===== config.mk =====
export PLATFORM = sky130hd
export DESIGN_NAME = scale_weight_frame_parser_unit_flat
export DESIGN_NICKNAME = d
export VERILOG_FILES = /design/src/rtl/scwfp_pkg.sv /design/src/rtl/scwfp_if.sv /design/src/rtl/scwfp_queue.sv /design/src/rtl/scwfp_front.sv /design/src/rtl/scwfp_back.sv /design/src/rtl/scale_weight_frame_parser_unit.sv /design/src/flat_wrapper.sv
export VERILOG_INCLUDE_DIRS = /design/src /design/src/rtl
export SDC_FILE = /design/constraint.sdc
export NUM_CORES = 1
export LEC_CHECK = 0
export ABC_CLOCK_PERIOD_IN_PS = 8400
export BUFFER_PORTS_ARGS = -buffer_cell sky130_fd_sc_hd__clkbuf_2
export CORE_ASPECT_RATIO = 2
export CORE_MARGIN = 4
export CORE_UTILIZATION = 25
export CTS_BUF_LIST = sky130_fd_sc_hd__clkbuf_8 sky130_fd_sc_hd__clkbuf_16
export DETAILED_ROUTE_END_ITERATION = 8
export GPL_TIMING_DRIVEN = 0
export SYNTH_ARGS = -nofsm -noshare
export SYNTH_HDL_FRONTEND = slang
export SYNTH_SLANG_ARGS = --single-unit

===== constraint.sdc =====
create_clock -name clk -period 8.4 [get_ports clk]
set_input_delay 0 -clock clk [delete_from_list [all_inputs] [get_ports clk]]
set_output_delay 0 -clock clk [all_outputs]
set_load 0.005 [all_outputs]

===== src/rtl/assert_macros.svh =====
// Assertion helpers shared by the RTL modules.
// Both expect clk and the active-low rst_n to be in scope.
`ifndef ASSERT_MACROS_SVH
`define ASSERT_MACROS_SVH

// Property that must hold at every clock edge outside reset.
`define ASSERT_ALWAYS(label, prop, msg) \
  label: assert property (@(posedge clk) disable iff (!rst_n) (prop)) \
    else $error(msg);

// Consequent must hold in the cycle after the antecedent.
`define ASSERT_NEXT(label, ante, cons, msg) \
  label: assert property (@(posedge clk) disable iff (!rst_n) (ante) |=> (cons)) \
    else $error(msg);

`endif


===== src/rtl/scwfp_pkg.sv =====
`timescale 1ns / 1ps

package scwfp_pkg;

  // Frame layout
  localparam int DATA_BYTES = 10;
  localparam int CNT_W      = $clog2(DATA_BYTES + 1);
  localparam int DIGITS     = 5;
  localparam int TENTHS_IDX = 6;
  // Only bytes 0 through the tenths byte feed the decode; the rest are counted, not kept.
  localparam int KEEP_BYTES = TENTHS_IDX + 1;

  // Result widths
  localparam int WEIGHT_W = 14;
  localparam int SUM_W    = 23;

  // Front-to-back job queue; depth is a power of two so the pointers wrap on their own.
  localparam int QUEUE_DEPTH = 4;
  localparam int QPTR_W      = $clog2(QUEUE_DEPTH);
  localparam int QCNT_W      = $clog2(QUEUE_DEPTH + 1);

  // Characters
  localparam logic [7:0] CH_W    = 8'h77;
  localparam logic [7:0] CH_G    = 8'h67;
  localparam logic [7:0] CH_N    = 8'h6E;
  localparam logic [7:0] CH_T    = 8'h74;
  localparam logic [7:0] CH_ZERO = 8'h30;

  localparam logic signed [SUM_W-1:0] WEIGHT_LIMIT = SUM_W'(9999);
  localparam logic signed [SUM_W-1:0] MUL_D0       = SUM_W'(10000);
  localparam logic signed [SUM_W-1:0] MUL_D1       = SUM_W'(1000);
  localparam logic signed [SUM_W-1:0] MUL_D2       = SUM_W'(100);
  localparam logic signed [SUM_W-1:0] MUL_D3       = SUM_W'(10);

  typedef logic [7:0] byte_t;

  typedef struct packed {
    byte_t [DIGITS-1:0] digit;
    byte_t              tenths;
  } job_t;

  typedef struct packed {
    logic valid;
    job_t job;
  } push_t;

  typedef struct packed {
    logic full;
    logic empty;
  } qstat_t;

  typedef struct packed {
    logic [WEIGHT_W-1:0] weight_units;
    byte_t               tenths_char;
    logic                reading_valid;
    logic                buzz;
  } result_t;

  // Character minus '0', sign-extended to the sum width.
  function automatic logic signed [SUM_W-1:0] digit_val(input byte_t b);
    logic signed [8:0] d;
    d = signed'({1'b0, b}) - signed'({1'b0, CH_ZERO});
    return SUM_W'(d);
  endfunction

endpackage


===== src/rtl/scwfp_if.sv =====
`timescale 1ns / 1ps

interface scwfp_in_if;
  logic       valid;
  logic       ready;
  logic [7:0] rx_byte;
  logic       byte_present;
  logic       locked;

  modport source (output valid, rx_byte, byte_present, locked, input ready);
  modport sink   (input valid, rx_byte, byte_present, locked, output ready);
endinterface

interface scwfp_out_if;
  import scwfp_pkg::*;
  logic                valid;
  logic                ready;
  logic [WEIGHT_W-1:0] weight_units;
  logic [7:0]          tenths_char;
  logic                reading_valid;
  logic                buzz;

  modport source (output valid, weight_units, tenths_char, reading_valid, buzz, input ready);
  modport sink   (input valid, weight_units, tenths_char, reading_valid, buzz, output ready);
endinterface


===== src/rtl/scwfp_queue.sv =====
`timescale 1ns / 1ps
`include "assert_macros.svh"

module scwfp_queue (
  input  logic             clk,
  input  logic             rst_n,
  input  scwfp_pkg::push_t push,
  input  logic             pop,
  output scwfp_pkg::qstat_t qstat,
  output scwfp_pkg::job_t  head
);
  import scwfp_pkg::*;

  job_t              slot_r [QUEUE_DEPTH];
  logic [QPTR_W-1:0] wr_ptr_r;
  logic [QPTR_W-1:0] rd_ptr_r;
  logic [QCNT_W-1:0] count_r;
  logic [QCNT_W-1:0] count_nxt;
  logic              do_push;
  logic              do_pop;

  assign qstat.full  = (count_r == QCNT_W'(QUEUE_DEPTH));
  assign qstat.empty = (count_r == '0);
  assign do_push     = push.valid && !qstat.full;
  assign do_pop      = pop && !qstat.empty;
  assign head        = slot_r[rd_ptr_r];

  always_comb begin
    unique case ({do_push, do_pop})
      2'b10:   count_nxt = count_r + QCNT_W'(1);
      2'b01:   count_nxt = count_r - QCNT_W'(1);
      default: count_nxt = count_r;
    endcase
  end

  always_ff @(posedge clk) begin
    if (!rst_n) begin
      wr_ptr_r <= '0;
      rd_ptr_r <= '0;
      count_r  <= '0;
    end else begin
      count_r <= count_nxt;
      if (do_push) begin
        wr_ptr_r <= wr_ptr_r + QPTR_W'(1);
      end
      if (do_pop) begin
        rd_ptr_r <= rd_ptr_r + QPTR_W'(1);
      end
    end
  end

  always_ff @(posedge clk) begin
    if (do_push) begin
      slot_r[wr_ptr_r] <= push.job;
    end
  end

  `ASSERT_ALWAYS(a_q_no_overflow, push.valid |-> !qstat.full, "job pushed into a full queue")
  `ASSERT_ALWAYS(a_q_count_bound, count_r <= QCNT_W'(QUEUE_DEPTH), "queue count out of range")

endmodule


===== src/rtl/scwfp_front.sv =====
`timescale 1ns / 1ps
`include "assert_macros.svh"

module scwfp_front (
  input  logic              clk,
  input  logic              rst_n,
  scwfp_in_if.sink          in_ch,
  input  scwfp_pkg::qstat_t qstat,
  output scwfp_pkg::push_t  push
);
  import scwfp_pkg::*;

  localparam logic [1:0] PH_HUNT = 2'd0;
  localparam logic [1:0] PH_TYPE = 2'd1;
  localparam logic [1:0] PH_DATA = 2'd2;

  logic [1:0]                 phase_r, phase_nxt;
  logic [CNT_W-1:0]           count_r, count_nxt;
  byte_t [KEEP_BYTES-1:0]     data_r, data_nxt;
  logic                       pending_r, pending_nxt;
  logic                       fire;
  logic                       type_ok;

  assign in_ch.ready = !qstat.full;
  assign fire        = in_ch.valid && in_ch.ready;
  assign type_ok     = (in_ch.rx_byte == CH_G) || (in_ch.rx_byte == CH_N) ||
                       (in_ch.rx_byte == CH_W) || (in_ch.rx_byte == CH_T);

  // Take the byte, then release a pending frame unless locked.
  always_comb begin
    phase_nxt   = phase_r;
    count_nxt   = count_r;
    data_nxt    = data_r;
    pending_nxt = pending_r;
    if (in_ch.byte_present) begin
      unique case (phase_r)
        PH_TYPE: phase_nxt = type_ok ? PH_DATA : PH_HUNT;
        PH_DATA: begin
          if (pending_r) begin
            phase_nxt = PH_HUNT;
          end else if (count_r < CNT_W'(DATA_BYTES)) begin
            for (int i = 0; i < KEEP_BYTES; i++) begin
              if (count_r == CNT_W'(i)) begin
                data_nxt[i] = in_ch.rx_byte;
              end
            end
            count_nxt = count_r + CNT_W'(1);
          end else begin
            count_nxt   = '0;
            phase_nxt   = PH_HUNT;
            pending_nxt = 1'b1;
          end
        end
        default: phase_nxt = (in_ch.rx_byte == CH_W) ? PH_TYPE : PH_HUNT;
      endcase
    end

    push.valid = fire && pending_nxt && !in_ch.locked;
    for (int i = 0; i < DIGITS; i++) begin
      push.job.digit[i] = data_nxt[i];
    end
    push.job.tenths = data_nxt[TENTHS_IDX];
  end

  always_ff @(posedge clk) begin
    if (!rst_n) begin
      phase_r   <= PH_HUNT;
      count_r   <= '0;
      pending_r <= 1'b0;
      data_r    <= '0;
    end else if (fire) begin
      phase_r   <= phase_nxt;
      count_r   <= count_nxt;
      pending_r <= pending_nxt && in_ch.locked;
      data_r    <= push.valid ? '0 : data_nxt;
    end
  end

  `ASSERT_NEXT(a_fe_unlock_clears, fire && !in_ch.locked, !pending_r, "frame still pending after unlocked transfer")
  `ASSERT_ALWAYS(a_fe_count_range, count_r <= CNT_W'(DATA_BYTES), "byte count past frame length")

endmodule


===== src/rtl/scwfp_back.sv =====
`timescale 1ns / 1ps
`include "assert_macros.svh"

module scwfp_back (
  input  logic              clk,
  input  logic              rst_n,
  input  scwfp_pkg::qstat_t qstat,
  input  scwfp_pkg::job_t   head,
  output logic              pop,
  scwfp_out_if.source       out_ch
);
  import scwfp_pkg::*;

  logic                       adv;

  // Stage A: partial sums
  logic                       a_valid_r;
  logic signed [SUM_W-1:0]    a_hi_r;
  logic signed [SUM_W-1:0]    a_lo_r;
  byte_t                      a_tenths_r;

  // Stage B: full sum and range check
  logic signed [SUM_W-1:0]    sum;
  logic                       sum_ok;
  logic                       b_valid_r;
  logic                       b_ok_r;
  logic [WEIGHT_W-1:0]        b_weight_r;
  byte_t                      b_tenths_r;

  // Output register and last valid reading
  logic                       out_valid_r;
  result_t                    res_r, res_nxt;
  logic                       have_last_r, have_last_nxt;
  logic [WEIGHT_W-1:0]        last_weight_r, last_weight_nxt;
  byte_t                      last_tenths_r, last_tenths_nxt;
  logic                       buzz_r, buzz_nxt;
  logic                       changed;

  assign adv = !out_valid_r || out_ch.ready;
  assign pop = adv && !qstat.empty;

  assign sum    = a_hi_r + a_lo_r;
  assign sum_ok = !sum[SUM_W-1] && (sum != '0) && (sum < WEIGHT_LIMIT);

  always_comb begin
    have_last_nxt   = have_last_r;
    last_weight_nxt = last_weight_r;
    last_tenths_nxt = last_tenths_r;
    buzz_nxt        = buzz_r;
    changed         = !have_last_r || (b_weight_r != last_weight_r) ||
                      (b_tenths_r != last_tenths_r);
    if (b_ok_r) begin
      if (changed) begin
        buzz_nxt        = 1'b1;
        have_last_nxt   = 1'b1;
        last_weight_nxt = b_weight_r;
        last_tenths_nxt = b_tenths_r;
      end
    end else begin
      buzz_nxt      = 1'b0;
      have_last_nxt = 1'b0;
    end
    res_nxt.weight_units  = b_weight_r;
    res_nxt.tenths_char   = b_tenths_r;
    res_nxt.reading_valid = b_ok_r;
    res_nxt.buzz          = buzz_nxt;
  end

  always_ff @(posedge clk) begin
    if (!rst_n) begin
      a_valid_r     <= 1'b0;
      b_valid_r     <= 1'b0;
      out_valid_r   <= 1'b0;
      have_last_r   <= 1'b0;
      buzz_r        <= 1'b0;
      last_weight_r <= '0;
      last_tenths_r <= '0;
    end else if (adv) begin
      a_valid_r   <= pop;
      b_valid_r   <= a_valid_r;
      out_valid_r <= b_valid_r;
      if (b_valid_r) begin
        have_last_r   <= have_last_nxt;
        last_weight_r <= last_weight_nxt;
        last_tenths_r <= last_tenths_nxt;
        buzz_r        <= buzz_nxt;
      end
    end
  end

  always_ff @(posedge clk) begin
    if (adv) begin
      a_hi_r     <= digit_val(head.digit[0]) * MUL_D0 + digit_val(head.digit[1]) * MUL_D1;
      a_lo_r     <= digit_val(head.digit[2]) * MUL_D2 + digit_val(head.digit[3]) * MUL_D3 +
                    digit_val(head.digit[4]);
      a_tenths_r <= head.tenths;
      b_ok_r     <= sum_ok;
      b_weight_r <= sum_ok ? sum[WEIGHT_W-1:0] : '0;
      b_tenths_r <= sum_ok ? a_tenths_r : '0;
      res_r      <= res_nxt;
    end
  end

  assign out_ch.valid         = out_valid_r;
  assign out_ch.weight_units  = res_r.weight_units;
  assign out_ch.tenths_char   = res_r.tenths_char;
  assign out_ch.reading_valid = res_r.reading_valid;
  assign out_ch.buzz          = res_r.buzz;

  `ASSERT_ALWAYS(a_be_invalid_zero, (out_valid_r && !res_r.reading_valid) |-> (res_r.weight_units == '0 && res_r.tenths_char == '0), "invalid reading carries data")
  `ASSERT_ALWAYS(a_be_buzz_valid, (out_valid_r && res_r.buzz) |-> res_r.reading_valid, "buzz set on invalid reading")

endmodule


===== src/rtl/scale_weight_frame_parser_unit.sv =====
`timescale 1ns / 1ps
// Channel   Dir  Payload                                          Transfer
// in_ch     in   rx_byte[8] byte_present[1] locked[1]             valid && ready
// out_ch    out  weight_units[14] tenths_char[8] reading_valid[1]  valid && ready
//                buzz[1]
//
// One input transfer per cycle, sustained; in_ch.ready drops only when the
// four-entry job queue between parser and decoder is full.
// A released frame passes the job queue, then the partial sums, the sum and
// range check and the output register before it shows on out_ch.
// rst_n (synchronous, active low) clears parser, queue, pipeline and last reading.
// A stall on out_ch freezes the decode; the parser runs on until the queue fills.

module scale_weight_frame_parser_unit (
  input logic         clk,
  input logic         rst_n,
  scwfp_in_if.sink    in_ch,
  scwfp_out_if.source out_ch
);
  import scwfp_pkg::*;

  push_t  push;   // released frame, front to queue
  qstat_t qstat;  // queue fill status
  job_t   head;   // oldest queued frame
  logic   pop;    // decoder takes the head

  // Front: hunt for the header, collect data bytes, hold a finished frame
  // while locked, and push it as a job when released.
  scwfp_front u_front (
    .clk   (clk),
    .rst_n (rst_n),
    .in_ch (in_ch),
    .qstat (qstat),
    .push  (push)
  );

  // Short queue: lets the parser run on while the result side stalls.
  scwfp_queue u_queue (
    .clk   (clk),
    .rst_n (rst_n),
    .push  (push),
    .pop   (pop),
    .qstat (qstat),
    .head  (head)
  );

  // Back: digit sum in two stages, range check, compare with the last valid
  // reading to drive the sticky buzz flag, then hold the result for out_ch.
  scwfp_back u_back (
    .clk    (clk),
    .rst_n  (rst_n),
    .qstat  (qstat),
    .head   (head),
    .pop    (pop),
    .out_ch (out_ch)
  );

endmodule


===== src/flat_wrapper.sv =====
// flat-port wrapper written by rule: the top's interface ports become plain ports
module scale_weight_frame_parser_unit_flat import scwfp_pkg::*;
  (clk, rst_n, in_ch_valid, in_ch_rx_byte, in_ch_byte_present, in_ch_locked, in_ch_ready, out_ch_valid, out_ch_weight_units, out_ch_tenths_char, out_ch_reading_valid, out_ch_buzz, out_ch_ready);
  scwfp_in_if in_ch_i ();
  scwfp_out_if out_ch_i ();
  input logic clk;
  input logic rst_n;
  input wire logic [$bits(in_ch_i.valid)-1:0] in_ch_valid;
  input wire logic [$bits(in_ch_i.rx_byte)-1:0] in_ch_rx_byte;
  input wire logic [$bits(in_ch_i.byte_present)-1:0] in_ch_byte_present;
  input wire logic [$bits(in_ch_i.locked)-1:0] in_ch_locked;
  output wire logic [$bits(in_ch_i.ready)-1:0] in_ch_ready;
  output wire logic [$bits(out_ch_i.valid)-1:0] out_ch_valid;
  output wire logic [$bits(out_ch_i.weight_units)-1:0] out_ch_weight_units;
  output wire logic [$bits(out_ch_i.tenths_char)-1:0] out_ch_tenths_char;
  output wire logic [$bits(out_ch_i.reading_valid)-1:0] out_ch_reading_valid;
  output wire logic [$bits(out_ch_i.buzz)-1:0] out_ch_buzz;
  input wire logic [$bits(out_ch_i.ready)-1:0] out_ch_ready;
  assign in_ch_i.valid = in_ch_valid;
  assign in_ch_i.rx_byte = in_ch_rx_byte;
  assign in_ch_i.byte_present = in_ch_byte_present;
  assign in_ch_i.locked = in_ch_locked;
  assign in_ch_ready = in_ch_i.ready;
  assign out_ch_valid = out_ch_i.valid;
  assign out_ch_weight_units = out_ch_i.weight_units;
  assign out_ch_tenths_char = out_ch_i.tenths_char;
  assign out_ch_reading_valid = out_ch_i.reading_valid;
  assign out_ch_buzz = out_ch_i.buzz;
  assign out_ch_i.ready = out_ch_ready;
  scale_weight_frame_parser_unit u_core (.clk(clk), .rst_n(rst_n), .in_ch(in_ch_i), .out_ch(out_ch_i));
endmodule

Yosys cells after proc, flatten, opt, wreduce, memory -nomap -nowiden
Memory sizes are Yosys's and may differ from the RTL's. A register that Yosys moved wholly into a read port is not among the register bits.
Cells that the tools add are included.
- flip-flop bits (word level): 190
- bits in writable memories: 192
- bits of input ports: 14
- output and inout bits: 26
- word-level logic and storage cells: 131
- memories kept: 1
- memories (name ; depth ; width ; read ports ; clocked after memory_dff ; wr ports ; RTL line ; source):
    u_core.u_queue.slot_r ; 4 ; 48 ; 1 ; 1 ; 1 ; scwfp_queue.sv:14 ; job_t slot_r [QUEUE_DEPTH];
- add/subtract/negate cells: 14
- multiply operators: 4
- magnitude comparators: 2
- equality and inequality tests: 19
- multiplexer cells: 31
- bitwise gates (word level): 1
- reductions and logical operators: 30
- operators by type and width (kind ; count):
    2-to-1 mux 56 bit ; 5
    2-to-1 mux 8 bit ; 7
    subtractor 8 x 6 -> 9 bit (second input constant) ; 5
    == test 8 x 7 -> 1 bit (second input constant) ; 4
    adder 23 x 20 -> 23 bit ; 1
    adder 23 bit ; 1
    less-than comparator 23 x 15 -> 1 bit (second input constant) ; 1
    nonzero test 23 bit ; 1
    adder 18 x 9 -> 19 bit ; 1
    multiplier 9 x 11 -> 19 bit (second input constant) ; 1
    adder 17 x 14 -> 18 bit ; 1
    multiplier 9 x 8 -> 17 bit (second input constant) ; 1
    multiplier 9 x 6 -> 15 bit (second input constant) ; 1
    inequality test 14 bit ; 1
    multiplier 9 x 4 -> 13 bit (second input constant) ; 1
    == test 4 x 3 -> 1 bit (second input constant) ; 3
    2-to-1 mux 1 bit ; 11
    2-to-1 mux 2 bit ; 5
    logical AND 1 bit ; 9
    == test 4 x 2 -> 1 bit (second input constant) ; 2
    inequality test 8 bit ; 1
    AND reduction 4 bit ; 2
    zero test 1 bit ; 6
    logical OR 1 bit ; 6
    other kinds (20) ; 24

Logic depth before layout (Yosys ltp)
Gate-level depths: netlist (run 1).
- depth after elaboration: 10
- mapped depth: 31
- depth with buffers taken out: 28

By module
From an unflattened synthesis (run 1), not the netlist that was laid out.
- cells, all modules: 1710
- area total of the unflattened synthesis: 22247.6 um2
- modules (own cells, without submodules) (module ; times used ; cells each ; area each (um2) ; sequential area each (um2)):
    scwfp_back ; 1 ; 1156 ; 11920.2 ; 3363.2
    scwfp_queue ; 1 ; 304 ; 7407.1 ; 5945.7
    scwfp_front ; 1 ; 250 ; 2920.3 ; 1101.1

Least setup slack after synthesis (run 1)
Ideal clock, no wire load.
- kind: flip-flop to flip-flop
- start: reg with a tool-made name
- end: reg u_core.u_back.a_hi_r[22] (data pin)
- library setup time: 0.258 ns
- arrival: 7.331 ns
- required time: 8.142 ns
- path slack: 0.811 ns
- stages on the path, launching flop included: 27
- path buffers: 2
- clock period less this slack: 7.589 ns
- path through: dfxtp_1 > buf_2 > buf_2 > mux4_2 > ha_1 > nor3_1 > fa_1 > fa_1 > inv_1 > fa_1 > inv_1 > fa_1 > ha_1 > ha_1 > nand3_1 > o211ai_1 > nor2_1 > xnor2_1 > ha_1 > a21oi_1 > nand2_1 > o21bai_1 > a211oi_1 > nor3_1 > mux2i_1 > a221o_1 > xnor2_1
- RTL lines (element ; RTL line ; source):
    end signal: assignment ; scwfp_back.sv:93 ; a_hi_r <= digit_val(head.digit[0]) * MUL_D0 + digit_val(head.digit[1]) * MUL_D1;
    end: declaration ; scwfp_back.sv:18 ; logic signed [SUM_W-1:0] a_hi_r;

==> key figures, run 1 <==
Floorplanning
  • Core area: 86,900 um2
  • Die width: 217 um
  • Io pins: 40
  • Initial core utilization: 25.2%
  • Placement Rows: 153
  • Die height: 427 um
  • Die ar.: 92,700 um2

Critical path
  • CP required: 8.68 ns
  • CP most frequent cell: inv_1
  • Slowest cell on the critical path: fa_1
  • Crit path kind: flop to flop
  • CP arrival: 8.17 ns
  • Critical R2R Capture: u_core.u_back.a_hi_r[22]$_DFFE_PN_
  • Reg2reg setup slack: 0.51 ns
  • CP endpoint kind: flop
  • CP Max Fanout: 10
  • CP max stage delay: 0.52 ns
  • Startpoint Class: flop
  • Worst r2r path cells: 31

Global routing
  • Met3 GRT Util: 1.10%
  • First-pass GRT wire length: 77.1 mm
  • Met1 Use GR: 10.0%
  • Met2 usage in global routing: 21.6%
  • Total GRT Usage: 10.4%
  • Antenna violations before repair: 1
  • GR Overflow Total: 0
  • GR peak layer: met2
  • Largest net degree at the start of global routing: 51
  • Vias in the first global route: 14,300

Clocking
  • Clock tree buffer depth: 3
  • Total CTS buffers: 35
  • CTS clk-pin slew, worst paths: 0.07 ns
  • CTS sink count: 377
  • Clock latency at the later pin of the worst-skew pair: 0.54 ns
  • H-tree levels: 2
  • CTS tree: yes
  • Clock root buffer: clkbuf_16

Drt
  • Vias per cell: 4.44
  • WL/cell: 16.3 um
  • Post-route DRC violation count: 0
  • Detail Route Antenna Nets: 0
  • TritonRoute pass-1 iters: 5
  • DRT iter0 DRCs: 544
  • Vias: 13,300
  • Drt total wl: 48.8 mm

Timing
  • Fin crit period: 7.89 ns
  • RSZ-0062 raised after global routing: false
  • # setup viols final: 0
  • Fmax: 127 MHz
  • Setup TNS: 0 ns
  • Final Max Slew Viols: 0
  • Slew margin rel.: 28.9%
  • Tightest Pin Transition: 1.06 ns
  • Fin. Hold Viols: 0
  • Fin worst setup slack: 0.505 ns
  • Clk_skew: 0.0280 ns
  • Period utilization: 94.0%

Layout
  • Final Cell Area: 25,000 um2
  • Area growth, synth to finish: 14.1%
  • Nets: 2,102
  • Ant diodes: 0
  • Ratio of cells with drive above 1 in the final layout: 13.8%

Synthesis
  • Post-Syn Instances: 1,723
  • Synthesized cell area: 21,900 um2
  • Top-area cell type share of the netlist area: 39.2%
  • Cell accounting for the most synthesized area: edfxtp_1
  • Main flop type after synthesis: edfxtp_1
  • Synth Warn #: 0
  • Avg Cell Area, Syn: 12.7 um2
  • Post-synthesis async set-or-reset flop share: 0%
  • Synth area leaders: edfxtp_1, ha_1, dfxtp_1
  • Register area share after synthesis: 47.5%
  • Mapped Nets: 2,012
  • Number of synthesized register bits: 377
  • Number of enable flip-flop cells after synthesis: 286
  • Unique masters post-synth: 80

Placement
  • Final HPWL DP: 38.4 mm
  • RePlAce Congestion: 0.864
  • Post-DP Area: 23,700 um2
  • IO Port Bufs: 35
  • Dpl ws: -1.07 ns

Min path
  • Worst hold start: in_ch_locked
  • Worst hold-check path type: primary input to flop
  • Hold Path Stages: 4
  • Hold EP: u_core.u_queue.wr_ptr_r[1]$_SDFFE_PN0P_

Status
  • Status: finished, final reports clean

Run
  • Max_cap viols: 0
[worst max-delay path, delay by kind of cell (launching register included)]
family	cells	cell delay, ns
AO/OA/AOI/OAI	7	1.51
XOR/XNOR	2	0.33
adder cells (fa/ha/maj)	6	2.59
buffers and inverters	9	1.63
flip-flops	1	0.40
multiplexers	2	0.61
AND/OR/NAND/NOR	5	0.53
[routing by layer]
layer	wire length [um]	share of wire [%]	vias up
li1	-	-	6407
met1	17000	35	6648
met2	28300	58	199
met3	1320	2.7	86
met4	2200	4.5	0
met5	0	0	-
[repair_timing]
item / in CTS / in global routing
pin swaps: 0 / 1
endpoints found under the setup margin: 10 / 2
setup buffers: 0 / 7
hold buffers: 5 / 0
gates resized for setup: 11 / 7
hold endpoints to repair: 7 / 0
[sequential cells by signal, indices dropped and copies added (netlist names), 14 cells and up, named ones only]
signal	count
u_core.u_back.out_ch.weight_units	14
u_core.u_back.b_weight_r	14
u_core.u_front.data_r	48
u_core.u_back.a_lo_r	19
u_core.u_back.a_hi_r	20
u_core.u_queue.slot_r	192
u_core.u_back.last_weight_r	14
[cell usage after synthesis, drive strengths merged, types with 3 or more instances]
cell type and number:
a31oi 10, a211oi 7, fa 72, and3 5, nand3 18, mux2 50
clkbuf 27, o211ai 6, xnor2 88, and2 16, buf 16, edfxtp 286
nor3 49, nor2 46, o31ai 4, o41ai 3, a21oi 64, o21ai 32
ha 203, a21o 22, mux2i 26, or2 5, a22oi 49, nor4 3
o21bai 9, o2111ai 7, a21boi 6, a211o 6, nand4 9, inv 187
nor4b 6, nand2 71, o22ai 3, nor2b 86, or3 5, nor3b 3
o21a 12, mux4 48, xor2 36, dfxtp 91, or4 3, nand2b 5
[cell type report]
| class | count | area, um2 |
|---|---|---|
| fillers | 8830 | 61900 |
| flip-flops and latches | 377 | 10400 |
| inverters | 187 | 704 |
| repair buffers | 54 | 424 |
| well taps | 1162 | 1450 |
| clock buffers | 36 | 901 |
| clock inverters | 28 | 251 |
| plain buffers | 43 | 215 |
| multi-input cells | 1115 | 10600 |
[logic make-up (layout without fill, tap and decap cells)]
| family | Yosys count | in the layout | synth area share, % |
|---|---|---|---|
| compound gates | 256 | 256 | 8.05 |
| xor+xnor | 124 | 124 | 4.99 |
| fa+ha+maj | 275 | 275 | 18.2 |
| buf+inv | 231 | 348 | 4.11 |
| flops | 377 | 377 | 47.5 |
| mux | 124 | 124 | 8.69 |
| other cells | 1 | 1 | 0.0171 |
| simple gates | 335 | 335 | 8.44 |
[placed cells by master (no fill, tap or decap), drive strengths merged, types with 16 or more instances in the layout]
cell,n
inv,194
nand2,71
buf,28
nor2,46
nor2b,86
ha,203
edfxtp,286
a21oi,64
dfxtp,91
and2,16
o21ai,32
mux2,50
xnor2,88
clkbuf,99
mux4,48
a21o,22
nor3,49
xor2,36
a22oi,49
nand3,18
fa,72
mux2i,26
[stage by stage]
step / instances / util [%] / hold WS (ns)
floorplan: 1723 / - / 0.150
global placement: 2920 / 27.1 / 0.263
detailed placement: 2927 / 27.3 / 0.266
CTS: 2995 / 28.7 / 0.00515
global route: 3002 / 28.8 / 0.0459
finish: 3002 / 28.8 / 0.0352
[worst max path at each step]
stage	depth (start not counted)	endpoint
5_1_grt	31	u_core.u_back.a_hi_r[22]$_DFFE_PN_
3_5_place_dp	31	u_core.u_back.a_hi_r[22]$_DFFE_PN_
3_3_place_gp	31	u_core.u_back.a_hi_r[22]$_DFFE_PN_
2_1_floorplan	26	u_core.u_back.a_hi_r[22]$_DFFE_PN_
6_report	31	u_core.u_back.a_hi_r[22]$_DFFE_PN_
4_1_cts	31	u_core.u_back.a_hi_r[22]$_DFFE_PN_
Power of run 1 is not shown: default switching activity piles up to over one toggle a cycle in this logic, so the estimate is an artifact.
==> run 2: changes to the inputs <==
--- a/config.mk
+++ b/config.mk
@@ -10,10 +10,13 @@
 export BUFFER_PORTS_ARGS = -buffer_cell sky130_fd_sc_hd__clkbuf_2
 export CORE_ASPECT_RATIO = 2
 export CORE_MARGIN = 4
-export CORE_UTILIZATION = 25
+export CORE_UTILIZATION = 64
 export CTS_BUF_LIST = sky130_fd_sc_hd__clkbuf_8 sky130_fd_sc_hd__clkbuf_16
+export CTS_CLUSTER_SIZE = 16
 export DETAILED_ROUTE_END_ITERATION = 8
 export GPL_TIMING_DRIVEN = 0
+export PLACE_DENSITY = 0.81
+export SETUP_SLACK_MARGIN = 0.05
 export SYNTH_ARGS = -nofsm -noshare
 export SYNTH_HDL_FRONTEND = slang
 export SYNTH_SLANG_ARGS = --single-unit
==> key figures, run 2 (same netlist as run 1, synthesis figures left out) <==
Critical path
  • Buf/Inv on CP: 9 (unchanged)
  • Worst r2r path cells: 31 (unchanged)
  • CP delay by family, top: adder cells
  • Slowest cell on the critical path: fa_1
  • Critical R2R Capture: u_core.u_back.a_hi_r[22]$_DFFE_PN_
  • Crit path kind: flop to flop
  • CP required: 8.67 ns (about the same)
  • Startpoint Class: flop
  • CP arrival: 8.06 ns (-0.11 ns)
  • CP endpoint kind: flop
  • CP Max Fanout: 10 (unchanged)
  • Reg2reg setup slack: 0.61 ns (+0.10 ns)
  • CP max stage delay: 0.54 ns (+0.02 ns)
  • CP most frequent cell: inv_1

Layout
  • Final Cell Area: 24,000 um2 (-3.9%)
  • Multi-input combinational cell area: 10,600 um2 (about the same)
  • Ratio of cells with drive above 1 in the final layout: 13.6% (-0.14 points)
  • Largest Register: u_core.u_queue.slot_r
  • Ant diodes: 0 (unchanged)
  • Max reg flops: 192 (unchanged)
  • Most frequent cells in the layout: edfxtp_1, ha_1, inv_1, dfxtp_1
  • Nets: 2,101 (-0.048%)
  • Area growth, synth to finish: 9.69%
  • Fin util: 71.2% (+42 points)
  • Storage cell area: 10,400 um2 (unchanged)
  • Commonest non-fill, non-tap cell in the layout: edfxtp_1
  • Top Registers: u_core.u_queue.slot_r (192), u_core.u_front.data_r (48), u_core.u_back.a_hi_r (20)
  • Fillers: 2,288 (-74%)
  • Non-Filler Instances: 2,273 (-24%)

Clocking
  • CTS clk-pin slew, worst paths: 0.07 ns (about the same)
  • Clock latency at the later pin of the worst-skew pair: 0.53 ns (about the same)
  • Clock tree buffer depth: 3 (unchanged)
  • CTS tree: yes
  • CTS sink count: 377 (unchanged)
  • Clock root buffer: clkbuf_16
  • H-tree levels: 2 (unchanged)
  • Total CTS buffers: 34 (-2.9%)

Floorplanning
  • Io pins: 40 (unchanged)
  • Die width: 139 um (-36%)
  • Placement Rows: 95 (-38%)
  • Core area: 33,800 um2 (-61%)
  • Die height: 270 um (-37%)
  • Initial core utilization: 64.9% (+40 points)
  • Die ar.: 37,400 um2 (-60%)

Global routing
  • Antenna violations before repair: 2 (+1)
  • GR Overflow Total: 0 (unchanged)
  • Largest net degree at the start of global routing: 80 (+57%)
  • First-pass GRT wire length: 73.7 mm (-4.5%)
  • Total GRT Usage: 24.6% (+14 points)
  • Vias in the first global route: 14,800 (+3.1%)

Placement
  • RePlAce Congestion: 0.891 (+3.1%)
  • IO Port Bufs: 35 (unchanged)
  • Placed cells: 2,200 (-25%)
  • Post-DP Area: 22,800 um2 (-4.0%)
  • Final HPWL DP: 33.9 mm (-12%)

Timing
  • RSZ-0062 raised after global routing: false
  • Setup TNS: 0 ns (unchanged)
  • Final Max Slew Viols: 0 (unchanged)
  • Period utilization: 92.8% (-1.2 points)
  • Clk_skew: 0.0163 ns (-0.0117 ns)
  • Fmax: 128 MHz (+1.3%)
  • Tightest Pin Transition: 1.00 ns (-0.0573 ns)
  • Fin. Hold Viols: 0 (unchanged)
  • # setup viols final: 0 (unchanged)
  • Slew margin rel.: 32.7% (+3.8 points)
  • Fin crit period: 7.79 ns (-0.103 ns)

Min path
  • Hold Path Stages: 2 (-2)
  • Hold EP: u_core.u_queue.slot_r[2][39]$_DFFE_PP_
  • Worst hold start: in_ch_rx_byte[7]
  • Worst hold-check path type: primary input to flop

Drt
  • DRT iter0 DRCs: 681 (+25%)
  • Vias: 13,700 (+3.0%)
  • Detail Route Antenna Nets: 0 (unchanged)
  • Post-route DRC violation count: 0 (unchanged)
  • TritonRoute pass-1 iters: 5 (unchanged)
  • WL/cell: 19.9 um (+23%)
  • Vias per cell: 6.05 (+36%)
  • Drt total wl: 45.3 mm (-7.2%)

Run
  • Max_cap viols: 0 (unchanged)

Status
  • Status: finished, final reports clean
==> run 2: cell types whose count changed in the layout (fill, tap and decap cells not counted), moves of 2 or more <==
| cell | before | now |
|---|---|---|
| clkinv_1 | 8 | 3 |
| clkbuf_8 | 0 | 4 |
| clkinv_2 | 5 | 1 |
| inv_1 | 191 | 195 |
| bufinv_16 | 4 | 1 |
| buf_4 | 9 | 7 |
| buf_6 | 4 | 6 |
| inv_4 | 1 | 3 |
| nor3_2 | 10 | 8 |
==> run 2: how the worst max path moves through the flow <==
stage / to / slack, ns / depth (start not counted)
2_1_floorplan: u_core.u_back.a_hi_r[22]$_DFFE_PN_ / 0.81 / 26
6_report: u_core.u_back.a_hi_r[22]$_DFFE_PN_ / 0.61 / 31
3_3_place_gp: u_core.u_back.a_hi_r[22]$_DFFE_PN_ / -0.34 / 31
3_5_place_dp: u_core.u_back.a_hi_r[22]$_DFFE_PN_ / -0.45 / 31
5_1_grt: u_core.u_back.a_hi_r[22]$_DFFE_PN_ / 0.10 / 31
4_1_cts: u_core.u_back.a_hi_r[22]$_DFFE_PN_ / 0.09 / 31
==> run 2: area by class of cell <==
class,instances,share of cell area [%]
multi-input cells,1115,44.3
clock buffers,40,3.98
well taps,436,2.27
inverters,187,2.93
repair buffers,53,1.66
clock inverters,21,0.609
flip-flops and latches,377,43.3
plain buffers,44,0.948
==> run 2: per-stage QoR <==
stage	worst slack (ns)	hold WS (ns)
final	0.608	0.0599
after global routing	0.102	0.0548
after CTS	0.0925	0.0169
after detailed placement	-0.448	0.266
after global placement	-0.335	0.259
after floorplan	0.811	0.150
==> run 2: metal layers <==
metal / up-vias / GRT usage (%) / wire (um)
met3: 149 / 3.09 / 1760
met4: 0 / 12.8 / 2530
li1: 6393 / - / -
met2: 353 / 48.3 / 26000
met5: - / 0 / 0
met1: 6846 / 24.6 / 15000
==> run 2: worst reg2reg max path: cells and delay by family, from the launching register on <==
kind / cells / cell delay [ns]
XOR/XNOR: 2 / 0.34
flip-flops: 1 / 0.38
multiplexers: 2 / 0.61
AO/OA/AOI/OAI: 7 / 1.40
adder cells (fa/ha/maj): 6 / 2.62
buffers and inverters: 9 / 1.59
AND/OR/NAND/NOR: 5 / 0.59
==> run 2: what timing repair did <==
item                                   CTS  global route
gates cloned                             0             0
hold buffers                             6             0
pin swaps                                0             1
setup endpoints to repair                4             4
buffers inserted                         0             6
endpoints found under the hold margin    8             0
resized for setup                        6            15
Power of run 2 is left out for the same reason.
